==> src/rtl/core/pscl_pkg.sv <==
// ----------------------------------------------------------------------------
// pscl_pkg
// Shared types, token codes and the keyword table of the Pascal-style
// tokenizer.
// ----------------------------------------------------------------------------
package pscl_pkg;

  localparam int LineBitsDef     = 20;
  localparam int ColumnBitsDef   = 16;
  localparam int MaxKeywordLenDef = 12;

  localparam int NumKw      = 17;
  localparam int KwChars    = 16;
  localparam int OutLineW   = 20;
  localparam int OutColW    = 16;
  localparam int LenW       = 16;
  localparam int KindW      = 6;

  localparam logic [KindW-1:0] KIdent  = 6'd17;
  localparam logic [KindW-1:0] KNumber = 6'd18;
  localparam logic [KindW-1:0] KString = 6'd19;
  localparam logic [KindW-1:0] KPlus   = 6'd20;
  localparam logic [KindW-1:0] KMinus  = 6'd21;
  localparam logic [KindW-1:0] KStar   = 6'd22;
  localparam logic [KindW-1:0] KSlash  = 6'd23;
  localparam logic [KindW-1:0] KEq     = 6'd24;
  localparam logic [KindW-1:0] KNe     = 6'd25;
  localparam logic [KindW-1:0] KLt     = 6'd26;
  localparam logic [KindW-1:0] KLe     = 6'd27;
  localparam logic [KindW-1:0] KGt     = 6'd28;
  localparam logic [KindW-1:0] KGe     = 6'd29;
  localparam logic [KindW-1:0] KAssign = 6'd30;
  localparam logic [KindW-1:0] KSemi   = 6'd31;
  localparam logic [KindW-1:0] KDot    = 6'd32;
  localparam logic [KindW-1:0] KComma  = 6'd33;
  localparam logic [KindW-1:0] KColon  = 6'd34;
  localparam logic [KindW-1:0] KLParen = 6'd35;
  localparam logic [KindW-1:0] KRParen = 6'd36;
  localparam logic [KindW-1:0] KLBrack = 6'd37;
  localparam logic [KindW-1:0] KRBrack = 6'd38;
  localparam logic [KindW-1:0] KEnd    = 6'd39;
  localparam logic [KindW-1:0] KError  = 6'd40;

  // keyword text, right-justified (last character in the low byte)
  localparam logic [8*KwChars-1:0] KwText [NumKw] = '{
    128'("programa"), 128'("inicio"), 128'("fim"), 128'("var"),
    128'("inteiro"), 128'("logico"), 128'("se"), 128'("entao"),
    128'("senao"), 128'("enquanto"), 128'("faca"), 128'("ler"),
    128'("escrever"), 128'("verdadeiro"), 128'("falso"),
    128'({"fim_enq", "uanto"}), 128'("fim_se")
  };
  localparam logic [4:0] KwLen [NumKw] = '{
    5'd8, 5'd6, 5'd3, 5'd3, 5'd7, 5'd6, 5'd2, 5'd5, 5'd5, 5'd8, 5'd4,
    5'd3, 5'd8, 5'd10, 5'd5, 5'd12, 5'd6
  };

  typedef struct packed {
    logic [KindW-1:0]    kind;
    logic [OutLineW-1:0] line;
    logic [OutColW-1:0]  col;
    logic [LenW-1:0]     len;
    logic                last;
  } token_t;

  typedef struct packed {
    logic [1:0] count;
    token_t     tok1;
    token_t     tok0;
  } step_res_t;

  // character idx of keyword k, zero past its end
  function automatic logic [7:0] kw_char(input int k, input logic [LenW-1:0] idx);
    logic [8*KwChars-1:0] txt;
    logic [4:0]           ln;
    logic [4:0]           pos;
    txt = KwText[k];
    ln  = KwLen[k];
    pos = ln - 5'd1 - idx[4:0];
    if (idx < LenW'(ln)) begin
      return txt[8*pos +: 8];
    end
    return 8'd0;
  endfunction

  function automatic logic [KindW-1:0] single_kind(input logic [7:0] c);
    case (c)
      8'h2B:   return KPlus;
      8'h2D:   return KMinus;
      8'h2A:   return KStar;
      8'h2F:   return KSlash;
      8'h3D:   return KEq;
      8'h3B:   return KSemi;
      8'h2E:   return KDot;
      8'h2C:   return KComma;
      8'h28:   return KLParen;
      8'h29:   return KRParen;
      8'h5B:   return KLBrack;
      8'h5D:   return KRBrack;
      default: return KError;
    endcase
  endfunction

endpackage

==> src/rtl/core/pascal_style_tokenizer.sv <==
// ----------------------------------------------------------------------------
// pascal_style_tokenizer
// Byte-stream lexer for a Pascal-like language; emits one token per transfer.
// ----------------------------------------------------------------------------
// Channel   Dir  tdata                        tuser         tlast
// s_axis    in   ch[7:0]                      end_of_text   -
// m_axis    out  kind,start_line,start_column,token_length  last
//
// Each byte is decoded in the cycle it is taken; tokens land in a 4-entry
// queue and leave one per cycle while m_axis is ready. Input is taken while
// the queue holds at most two tokens, so a steady one byte per cycle holds
// unless the output stalls or bytes that raise two tokens outpace the output.
// Reset returns to line 1, column 1, between tokens, with an empty queue.
module pascal_style_tokenizer #(
  parameter int LINE_BITS       = pscl_pkg::LineBitsDef,
  parameter int COLUMN_BITS     = pscl_pkg::ColumnBitsDef,
  parameter int MAX_KEYWORD_LEN = pscl_pkg::MaxKeywordLenDef
) (
  input  logic        clk_i,
  input  logic        rst_ni,
  input  logic        s_axis_tvalid_i,
  output logic        s_axis_tready_o,
  input  logic [7:0]  s_axis_tdata_i,   // [7:0] ch
  input  logic        s_axis_tuser_i,   // [0] end_of_text
  output logic        m_axis_tvalid_o,
  input  logic        m_axis_tready_i,
  output logic [63:0] m_axis_tdata_o,   // kind[5:0], start_line[25:6],
                                        // start_column[41:26], token_length[57:42]
  output logic        m_axis_tlast_o
);
  import pscl_pkg::*;

  step_res_t  res;
  token_t     tok;
  logic       in_acc;
  logic [2:0] cnt;

  assign in_acc = s_axis_tvalid_i && s_axis_tready_o;

  pscl_scan #(
    .LINE_BITS      (LINE_BITS),
    .COLUMN_BITS    (COLUMN_BITS),
    .MAX_KEYWORD_LEN(MAX_KEYWORD_LEN)
  ) u_scan (
    .clk_i (clk_i),
    .rst_ni(rst_ni),
    .step_i(in_acc),
    .ch_i  (s_axis_tdata_i),
    .eot_i (s_axis_tuser_i),
    .res_o (res)
  );

  pscl_fifo u_fifo (
    .clk_i  (clk_i),
    .rst_ni (rst_ni),
    .push_i (in_acc),
    .res_i  (res),
    .room2_o(s_axis_tready_o),
    .valid_o(m_axis_tvalid_o),
    .pop_i  (m_axis_tready_i),
    .tok_o  (tok),
    .count_o(cnt)
  );

  assign m_axis_tdata_o = {6'd0, tok.len, tok.col, tok.line, tok.kind};
  assign m_axis_tlast_o = tok.last;

  a_cnt_bound : assert property (@(posedge clk_i) disable iff (!rst_ni)
    cnt <= 3'd4) else $error("token queue overflow");

  a_end_emits : assert property (@(posedge clk_i) disable iff (!rst_ni)
    in_acc && (s_axis_tuser_i || s_axis_tdata_i == 8'd0) |-> res.count != 2'd0)
    else $error("end of text produced no token");

  a_last_mark : assert property (@(posedge clk_i) disable iff (!rst_ni)
    in_acc && res.count == 2'd2 |-> res.tok1.last && !res.tok0.last)
    else $error("last flag misplaced on token pair");

endmodule

==> src/rtl/core/pscl_scan.sv <==
// ----------------------------------------------------------------------------
// pscl_scan
// Scanner state and one-pass decode of a text byte into up to two tokens.
// ----------------------------------------------------------------------------
module pscl_scan #(
  parameter int LINE_BITS       = pscl_pkg::LineBitsDef,
  parameter int COLUMN_BITS     = pscl_pkg::ColumnBitsDef,
  parameter int MAX_KEYWORD_LEN = pscl_pkg::MaxKeywordLenDef
) (
  input  logic                clk_i,
  input  logic                rst_ni,
  input  logic                step_i,
  input  logic [7:0]          ch_i,
  input  logic                eot_i,
  output pscl_pkg::step_res_t res_o
);
  import pscl_pkg::*;

  typedef enum logic [2:0] {
    MIdle, MIdent, MNumber, MString, MComment, MLt, MGt, MColon
  } mode_e;

  localparam logic [7:0] ChLf     = 8'h0A;
  localparam logic [7:0] ChQuote  = 8'h27;
  localparam logic [7:0] ChLBrace = 8'h7B;
  localparam logic [7:0] ChRBrace = 8'h7D;
  localparam logic [7:0] ChLt     = 8'h3C;
  localparam logic [7:0] ChGt     = 8'h3E;
  localparam logic [7:0] ChColon  = 8'h3A;
  localparam logic [7:0] ChEq     = 8'h3D;
  localparam logic [7:0] ChUnder  = 8'h5F;
  localparam logic [31:0] OutLineMax = 32'((64'd1 << OutLineW) - 64'd1);
  localparam logic [31:0] OutColMax  = 32'((64'd1 << OutColW) - 64'd1);

  mode_e                  mode_q, mode_d;
  logic [LINE_BITS-1:0]   line_q, line_d, tline_q, tline_d, line_mv;
  logic [COLUMN_BITS-1:0] col_q, col_d, tcol_q, tcol_d, col_mv;
  logic [LenW-1:0]        len_q, len_d, len_inc, abs_idx;
  logic [NumKw-1:0]       cand_q, cand_d, keep, cand_abs;
  logic [KindW-1:0]       ident_kind;
  logic [7:0]             lc;
  logic                   is_al, is_dg, is_sp, is_idc, at_end;
  logic [OutLineW-1:0]    tline_o, line_o;
  logic [OutColW-1:0]     tcol_o, col_o;
  logic                   pend_v;
  logic [KindW-1:0]       pend_kind;
  logic [LenW-1:0]        pend_len;
  token_t                 tok [2];
  logic [1:0]             n;
  logic                   fall;

  always_comb begin
    lc     = (ch_i >= 8'h41 && ch_i <= 8'h5A) ? ch_i + 8'd32 : ch_i;
    is_al  = (lc >= 8'h61 && lc <= 8'h7A);
    is_dg  = (ch_i >= 8'h30 && ch_i <= 8'h39);
    is_sp  = (ch_i == 8'h20) || (ch_i >= 8'h09 && ch_i <= 8'h0D);
    is_idc = is_al || is_dg || ch_i == ChUnder;
    at_end = eot_i || ch_i == 8'd0;
    len_inc = (len_q == '1) ? len_q : len_q + 1'b1;

    // position after this byte
    if (ch_i == ChLf) begin
      line_mv = (line_q == '1) ? line_q : line_q + 1'b1;
      col_mv  = COLUMN_BITS'(1);
    end else begin
      line_mv = line_q;
      col_mv  = (col_q == '1) ? col_q : col_q + 1'b1;
    end

    // saturate positions to the output widths
    tline_o = (32'(tline_q) > OutLineMax) ? OutLineW'(OutLineMax) : OutLineW'(32'(tline_q));
    line_o  = (32'(line_q) > OutLineMax) ? OutLineW'(OutLineMax) : OutLineW'(32'(line_q));
    tcol_o  = (32'(tcol_q) > OutColMax) ? OutColW'(OutColMax) : OutColW'(32'(tcol_q));
    col_o   = (32'(col_q) > OutColMax) ? OutColW'(OutColMax) : OutColW'(32'(col_q));

    // keyword filter for the byte being absorbed
    abs_idx = (mode_q == MIdent) ? len_q : '0;
    for (int k = 0; k < NumKw; k++) begin
      keep[k] = (32'(abs_idx) < 32'(MAX_KEYWORD_LEN)) && (kw_char(k, abs_idx) == lc);
    end
    cand_abs = ((mode_q == MIdent) ? cand_q : '1) & keep;

    ident_kind = KIdent;
    if (32'(len_q) <= 32'(MAX_KEYWORD_LEN)) begin
      for (int k = NumKw - 1; k >= 0; k--) begin
        if (cand_q[k] && kw_char(k, len_q) == 8'd0) ident_kind = KindW'(k);
      end
    end

    pend_v    = 1'b1;
    pend_kind = KIdent;
    pend_len  = 16'd1;
    case (mode_q)
      MIdent:  begin pend_kind = ident_kind; pend_len = len_q; end
      MNumber: begin pend_kind = KNumber; pend_len = len_q; end
      MLt:     pend_kind = KLt;
      MGt:     pend_kind = KGt;
      MColon:  pend_kind = KColon;
      default: pend_v = 1'b0;
    endcase

    tok[0] = '0;
    tok[1] = '0;
    n      = 2'd0;
    fall   = 1'b0;
    mode_d = mode_q;
    line_d = line_q;
    col_d  = col_q;
    tline_d = tline_q;
    tcol_d  = tcol_q;
    len_d   = len_q;
    cand_d  = cand_q;

    if (at_end) begin
      if (mode_q == MString) begin
        tok[n[0]] = '{KError, tline_o, tcol_o, len_q, 1'b0};
        n = n + 2'd1;
      end else if (pend_v) begin
        tok[n[0]] = '{pend_kind, tline_o, tcol_o, pend_len, 1'b0};
        n = n + 2'd1;
      end
      tok[n[0]] = '{KEnd, line_o, col_o, 16'd0, 1'b0};
      n = n + 2'd1;
      mode_d  = MIdle;
      line_d  = LINE_BITS'(1);
      col_d   = COLUMN_BITS'(1);
      tline_d = LINE_BITS'(1);
      tcol_d  = COLUMN_BITS'(1);
      len_d   = '0;
      cand_d  = '1;
    end else begin
      line_d = line_mv;
      col_d  = col_mv;
      case (mode_q)
        MIdent: begin
          if (is_idc) begin
            cand_d = cand_abs;
            len_d  = len_inc;
          end else begin
            tok[n[0]] = '{pend_kind, tline_o, tcol_o, pend_len, 1'b0};
            n = n + 2'd1;
            fall = 1'b1;
          end
        end
        MNumber: begin
          if (is_dg) begin
            len_d = len_inc;
          end else begin
            tok[n[0]] = '{pend_kind, tline_o, tcol_o, pend_len, 1'b0};
            n = n + 2'd1;
            fall = 1'b1;
          end
        end
        MString: begin
          if (ch_i == ChQuote) begin
            tok[n[0]] = '{KString, tline_o, tcol_o, len_q, 1'b0};
            n = n + 2'd1;
            mode_d = MIdle;
          end else begin
            len_d = len_inc;
          end
        end
        MComment: begin
          if (ch_i == ChRBrace) mode_d = MIdle;
        end
        MLt, MGt, MColon: begin
          if (ch_i == ChEq || (ch_i == ChGt && mode_q == MLt)) begin
            tok[n[0]] = '{(mode_q == MLt) ? ((ch_i == ChEq) ? KLe : KNe) :
                          (mode_q == MGt) ? KGe : KAssign,
                          tline_o, tcol_o, 16'd2, 1'b0};
            n = n + 2'd1;
            mode_d = MIdle;
          end else begin
            tok[n[0]] = '{pend_kind, tline_o, tcol_o, pend_len, 1'b0};
            n = n + 2'd1;
            fall = 1'b1;
          end
        end
        default: fall = 1'b1;
      endcase

      if (fall) begin
        mode_d = MIdle;
        if (is_sp) begin
          // skip
        end else if (ch_i == ChLBrace) begin
          mode_d = MComment;
        end else if (is_al || ch_i == ChUnder || is_dg || ch_i == ChQuote ||
                     ch_i == ChLt || ch_i == ChGt || ch_i == ChColon) begin
          tline_d = line_q;
          tcol_d  = col_q;
          len_d   = '0;
          cand_d  = '1;
          if (is_al || ch_i == ChUnder) begin
            mode_d = MIdent;
            cand_d = cand_abs;
            len_d  = 16'd1;
          end else if (is_dg) begin
            mode_d = MNumber;
            len_d  = 16'd1;
          end else if (ch_i == ChQuote) begin
            mode_d = MString;
          end else if (ch_i == ChLt) begin
            mode_d = MLt;
          end else if (ch_i == ChGt) begin
            mode_d = MGt;
          end else begin
            mode_d = MColon;
          end
        end else begin
          tok[n[0]] = '{single_kind(ch_i), line_o, col_o, 16'd1, 1'b0};
          n = n + 2'd1;
        end
      end
    end

    // mark the final token of this byte
    if (n == 2'd2) tok[1].last = 1'b1;
    else if (n == 2'd1) tok[0].last = 1'b1;

    res_o.count = n;
    res_o.tok0  = tok[0];
    res_o.tok1  = tok[1];
  end

  always_ff @(posedge clk_i or negedge rst_ni) begin
    if (!rst_ni) begin
      mode_q  <= MIdle;
      line_q  <= LINE_BITS'(1);
      col_q   <= COLUMN_BITS'(1);
      tline_q <= LINE_BITS'(1);
      tcol_q  <= COLUMN_BITS'(1);
      len_q   <= '0;
      cand_q  <= '1;
    end else if (step_i) begin
      mode_q  <= mode_d;
      line_q  <= line_d;
      col_q   <= col_d;
      tline_q <= tline_d;
      tcol_q  <= tcol_d;
      len_q   <= len_d;
      cand_q  <= cand_d;
    end
  end

endmodule

==> src/rtl/core/pscl_fifo.sv <==
// ----------------------------------------------------------------------------
// pscl_fifo
// Four-entry token queue; takes up to two tokens per cycle, gives one when popped.
// ----------------------------------------------------------------------------
module pscl_fifo (
  input  logic                clk_i,
  input  logic                rst_ni,
  input  logic                push_i,
  input  pscl_pkg::step_res_t res_i,
  output logic                room2_o,
  output logic                valid_o,
  input  logic                pop_i,
  output pscl_pkg::token_t    tok_o,
  output logic [2:0]          count_o
);
  import pscl_pkg::*;

  token_t     mem_q [4];
  logic [1:0] wr_q, rd_q;
  logic [2:0] cnt_q;
  logic [1:0] n_push;
  logic       do_pop;

  assign n_push  = push_i ? res_i.count : 2'd0;
  assign do_pop  = pop_i && cnt_q != 3'd0;
  assign valid_o = cnt_q != 3'd0;
  assign room2_o = cnt_q <= 3'd2;
  assign tok_o   = mem_q[rd_q];
  assign count_o = cnt_q;

  always_ff @(posedge clk_i) begin
    if (n_push != 2'd0) mem_q[wr_q] <= res_i.tok0;
    if (n_push == 2'd2) mem_q[wr_q + 2'd1] <= res_i.tok1;
  end

  always_ff @(posedge clk_i or negedge rst_ni) begin
    if (!rst_ni) begin
      wr_q  <= '0;
      rd_q  <= '0;
      cnt_q <= '0;
    end else begin
      wr_q  <= wr_q + n_push;
      rd_q  <= rd_q + {1'b0, do_pop};
      cnt_q <= cnt_q + {1'b0, n_push} - {2'b0, do_pop};
    end
  end

endmodule
==> config.mk <==
export PLATFORM = sky130hd
export DESIGN_NAME = pascal_style_tokenizer
export DESIGN_NICKNAME = d
export VERILOG_FILES = /design/src/rtl/core/pscl_pkg.sv /design/src/rtl/core/pascal_style_tokenizer.sv /design/src/rtl/core/pscl_scan.sv /design/src/rtl/core/pscl_fifo.sv
export SDC_FILE = /design/constraint.sdc
export NUM_CORES = 1
export LEC_CHECK = 0
export ABC_CLOCK_PERIOD_IN_PS = 7660
export BUFFER_PORTS_ARGS = -buffer_cell sky130_fd_sc_hd__buf_4
export CAP_MARGIN = 20
export CELL_PAD_IN_SITES_DETAIL_PLACEMENT = 2
export CELL_PAD_IN_SITES_GLOBAL_PLACEMENT = 2
export CORE_ASPECT_RATIO = 1.25
export CORE_MARGIN = 4
export CORE_UTILIZATION = 42
export DETAILED_ROUTE_END_ITERATION = 8
export GPL_ROUTABILITY_DRIVEN = 0
export PLACE_DENSITY = 0.89
export SYNTH_ARGS = -nofsm -noshare
export SYNTH_HDL_FRONTEND = slang
export SYNTH_SLANG_ARGS = --single-unit
==> constraint.sdc <==
create_clock -name clk_i -period 7.66 [get_ports clk_i]
set_input_delay 0.383 -clock clk_i [delete_from_list [all_inputs] [get_ports clk_i]]
set_output_delay 0.383 -clock clk_i [all_outputs]
set_load 0.02 [all_outputs]
After elaboration in Yosys (flattened, before gate mapping) --
Memories as Yosys holds them, arrays and structs flattened. Cells that the tools add are included.
Word-level totals: register bits after elaboration 115, bits in latches 0, memory bits (writable) 236, ROM bits 0, word-level logic and storage cells 495, memories 1
Memories:
- u_fifo.mem_q | depth 4, bits a word 59, read ports 1, clocked after Yosys merged registers in 0, write ports 2, RTL line pscl_fifo.sv:18 | token_t mem_q [4];
Operators by class: $add $sub $neg 29, multipliers 0, div/mod/pow operators 0, magnitude comparators 33, eq/ne operators 58, shift-type cells 34, muxes and demuxes 241, bitwise gates (word level) 3, reduce and logical (&&, ||, !) cells 86
Operators by type and width (number):
- 128-bit by 9-bit indexed part select with 8-bit output (first input constant) | 34
- 8-bit 2-to-1 mux | 86
- 118-bit 2-to-1 mux | 5
- 59-bit 2-to-1 mux | 9
- 16-bit 2-to-1 mux | 20
- 118-bit bitwise mux | 2
- 59-bit one-hot mux with 4 select lines | 1
- 20-bit 2-to-1 mux | 8
- 17-bit 2-to-1 mux | 9
- 8-bit logical NOT | 18
- 8-bit == test | 17
- 16-bit by 3-bit < comparator with 1-bit output (second input constant) | 8
- 8-bit by 6-bit == test with 1-bit output (second input constant) | 15
- 59-bit demux with 1-bit select | 2
- 16-bit by 4-bit < comparator with 1-bit output (second input constant) | 7
- 5-bit 2-to-1 mux | 16
- 6-bit one-hot mux with 12 select lines | 1
- 16-bit by 2-bit < comparator with 1-bit output (second input constant) | 4
- 58-bit 2-to-1 mux | 1
- 16-bit one-hot mux with 3 select lines | 1
- 1-bit 2-to-1 mux | 46
- 1-bit logical AND | 43
- 6-bit 2-to-1 mux | 7
- 8-bit by 7-bit == test with 1-bit output (second input constant) | 5
- 53 further kinds | 119

Logic depth before layout (Yosys ltp) --
depth in word-level cells 37, mapped depth 19, mapped depth without buffers 16

Modules after synthesis --
A second synthesis with hierarchy kept.
Unflattened totals: cells, all modules 2201, area total of the unflattened synthesis 23540.1 um^2
Modules (own cells, without submodules):
- pscl_fifo | times used 1, cells each 616, area an instance 11787.6 um^2, seq. area each 7262.0 um^2
- pscl_scan | times used 1, cells each 1577, area an instance 11697.5 um^2, seq. area each 2728.9 um^2
- pascal_style_tokenizer | times used 1, cells each 8, area an instance 55.1 um^2, seq. area each 0.0 um^2

Worst setup path after synthesis --
No wires, ideal clock.
kind input -> register, from input s_axis_tdata_i[6], to memory u_fifo.mem_q[1][0] in the netlist's numbering, enable pin, library setup time 0.557 ns, data arrival time 6.856 ns, data required time 7.103 ns, path slack 0.247 ns, stages 14, buffers on the path 2, cell sequence buf_2 > inv_1 > ha_1 > nor3b_1 > a311oi_1 > o31a_1 > buf_2 > nand3_1 > and2_1 > inv_1 > ha_1 > or3_1 > a21oi_1 > o21ai_0
RTL lines:
- start: declaration | RTL line pascal_style_tokenizer.sv:23 | input logic [7:0] s_axis_tdata_i,
- end: declaration | RTL line pscl_fifo.sv:18

==> impl_metrics.tcl <==
set metrics [dict create \
    pwr-share-seq_pct 32.9 \
    nFillCells 5269 \
    cts_max_level 2 \
    clk_path_buf_depth 3 \
    cp-end-kind "register" \
    clkPwrFrac_pct 22.2 \
    worst_slew_pin_slew_ns 1.14 \
    top_usage_layer "met2" \
    rsz0062_at_grt "no" \
    drc 0 \
    final_nets 2176 \
    clkTransAtPathRegs_ns 0.06 \
    p_sw_share_pct 43.6 \
    grt-ovfl-total 0 \
    worstPathArrival_ns 5.67 \
    max_slew_margin_pct 23.2 \
    ys_top_cells_by_area "edfxtp_1 32%, dfrtp_1 11%, mux4_2 6.0%" \
    grt_max_degree 71 \
    cap_violations 0 \
    ys_types 104 \
    grt_usage_pct 31.3 \
    status "completed" \
    dp_slack_ns 1.85 \
    syn_area_um2 22100 \
    dr.pass1.iters 5 \
    ys.warnings.count 0 \
    synth-edff-count 236 \
    setup_ws_ns 2.17 \
    synth_seq_cells 351 \
    setup_viol 0 \
    timing.setup.tns_ns 0 \
    critical_path.max_fanout 36 \
    finalCriticalPeriod_ns 5.49 \
    met2_usage_pct 55.7 \
    dp_hpwl_mm 58.4 \
    post_cts_buffers 0 \
    drv_slew 0 \
    required_ns 7.83 \
    fmax_ghz 0.182 \
    numCtsBuffers 35 \
    synth_area_per_cell_um2 10.4 \
    hold_buffers 1 \
    wirelength_mm 90.7 \
    p_total_mw 8.21 \
    start_kind "primary input" \
    wire_per_inst_um 32.5 \
    syn_inst 2117 \
    row_count 93 \
    ant_nets 0 \
    dp.cells 2723 \
    portBuffers 73 \
    r2r_slack_ns 2.22 \
    combPwrFrac_pct 44.9 \
    worstSetupPathType "in -> reg" \
    vias_per_cell 6.88 \
    num_antenna_cells 0 \
    ios 80 \
    met1_usage_pct 36.9 \
    internal_power_mw 4.63 \
    min_path_type "in -> reg" \
    p_sw_mw 3.58 \
    seq_area_um2 10000 \
    cts_num_sinks 351 \
    antenna_found_initial 0 \
    coreArea_um2 51800 \
    syn_to_final_growth_pct 9.79 \
    multiInputGateArea_um2 11200 \
    met3_usage_pct 3.39 \
    min_period_over_period_pct 71.7 \
    fin_worst_skew_ns 0.0268 \
    die-area_um2 56300 \
    initial_core_util_pct 42.6 \
    yosys.area.top_type "edfxtp_1" \
    cellLeakagePower_nw 8.85 \
    synth_top_area_share_pct 32.1 \
    cts-root-buf "clkbuf_16" \
    layout-drive-gt1-share_pct 15.2 \
    ir_drop_mv 0.197 \
    layout.cells.non_filler 2789 \
    die_x_um 213 \
    async_flop_share_pct 32.8 \
    cts_resized 0 \
    p_per_area_nw_per_um2 339 \
    ys_seq_area_share_pct 45.3 \
    insertion_delay_ns 0.56 \
    finalHoldViolations 0 \
    grt_pass1_wl_mm 136 \
    die_h_um 264 \
    drtIter0Drc 1819 \
    cts_tree "built" \
    via_count 19200 \
    grt_pass1_vias 21100 \
    hold_slack_ns 0.219 \
    synth_ff_type "edfxtp_1" \
]
power by group through the flow:
stage / combinational (mW) / sequential (mW) / clock, mW
finish: 3.69 / 2.70 / 1.82
global route: 3.85 / 2.72 / 1.90
CTS: 3.62 / 2.69 / 1.83
detailed placement: 3.54 / 2.71 / 0
global placement: 3.38 / 2.66 / 0
floorplan: 2.36 / 2.56 / 0
stage by stage:
step           cell area (µm²)  utilization (%)
6_report                 24200             46.8
5_1_grt                  24200             46.8
4_1_cts                  24200             46.8
3_5_place_dp             23100             44.5
3_3_place_gp             23100             44.5
2_1_floorplan            22100                -
cells in the mapped netlist, types with 8 or more instances:
library cell  instances
a211oi_1              9
a21o_1               10
a21oi_1              88
a22o_1              139
a22oi_1              11
a31oi_1              24
and2_1               52
and3_1               13
buf_1                11
buf_2                26
buf_4                 8
buf_6                 9
clkbuf_1            121
dfrtp_1              94
dfstp_2              21
edfxtp_1            236
ha_1                 65
inv_1                57
mux2_2                9
mux2i_1              35
mux4_2               59
nand2_1             201
nand2b_1             27
nand3_1              62
nand4_1              24
nor2_1              144
nor2b_1              11
nor3_1               48
nor3b_1               8
nor4_1               22
o211ai_1             17
o21a_1               13
o21ai_0             129
o21ai_1               8
o22ai_1              13
o311ai_0              8
o31ai_1              21
o41ai_1              10
or2_2                 8
or3_1                20
or4_1                11
xnor2_1              36
xor2_1               20
routing by layer:
layer	routed length, µm	vias to the layer above
li1	-	8006
met2	46800	909
met4	5090	0
met5	0	-
met1	33800	9980
met3	5050	301
layout by cell type, fill, tap and decap left out, drive strengths merged, types with 27 or more instances in the layout:
cell type  instances
edfxtp           236
nand2            201
nor2             146
a22o             139
o21ai            138
buf              112
dfrtp             94
a21oi             93
ha                65
nand3             62
inv               62
mux4              59
nor3              56
and2              53
clkbuf            48
xnor2             36
mux2i             35
nand2b            27
critical path: stages:
cell and delay [ns]:
buf_4 0.18, inv_1 0.14, ha_1 0.36, nor3b_1 0.07, a311oi_1 0.44, o31a_1 0.50, nand3_1 0.17, and2_1 0.24
inv_1 0.18, ha_1 0.31, or4_1 0.87, a21oi_2 0.25, buf_4 0.33, o21bai_4 0.49, buf_4 0.71
worst paths after layout:
kind,start,endpoint,cells after the start
worst max register to register,u_scan.len_q[2],u_fifo.mem_q[1][55],11
max in group asynchronous,rst_ni,u_scan.len_q[15],3
worst max-delay path,s_axis_tdata_i[6],u_fifo.mem_q[0][14],15
min in group asynchronous,rst_ni,u_scan.tline_o[13],2
worst min-delay path,m_axis_tready_i,u_fifo.rd_q[0],3
worst min register to register,u_scan.cand_q[7],u_scan.cand_q[7],2
layout make-up:
cell class | count | area share (%)
sequential | 351 | 41.3
inverter | 64 | 0.991
clock buffer | 48 | 4.11
clock inverter | 16 | 0.651
timing repair buffer | 113 | 3.53
multi-input combinational | 1532 | 46.0
tap | 665 | 3.43
flip-flops by register name, summed over array words and instances (netlist names), 16 cells and up:
signal and count:
u_scan.tcol_o 16, u_scan.len_q 16, u_scan.line_o 20, u_fifo.mem_q 236, u_scan.cand_q 17, u_scan.col_o 16, u_scan.tline_o 20
kinds of logic (layout without fill, tap and decap cells):
family,Yosys count,after routing,synth area share (%)
AO/OA/AOI/OAI,608,608,20.1
multiplexers,106,106,8.22
AND/OR/NAND/NOR,690,690,15.8
other,1,6,0.0170
buffers and inverters,239,241,4.65
flip-flops,351,351,45.3
adder cells (fa/ha/maj),66,66,3.78
XOR/XNOR,56,56,2.22
(Power assumes the default switching activity.)
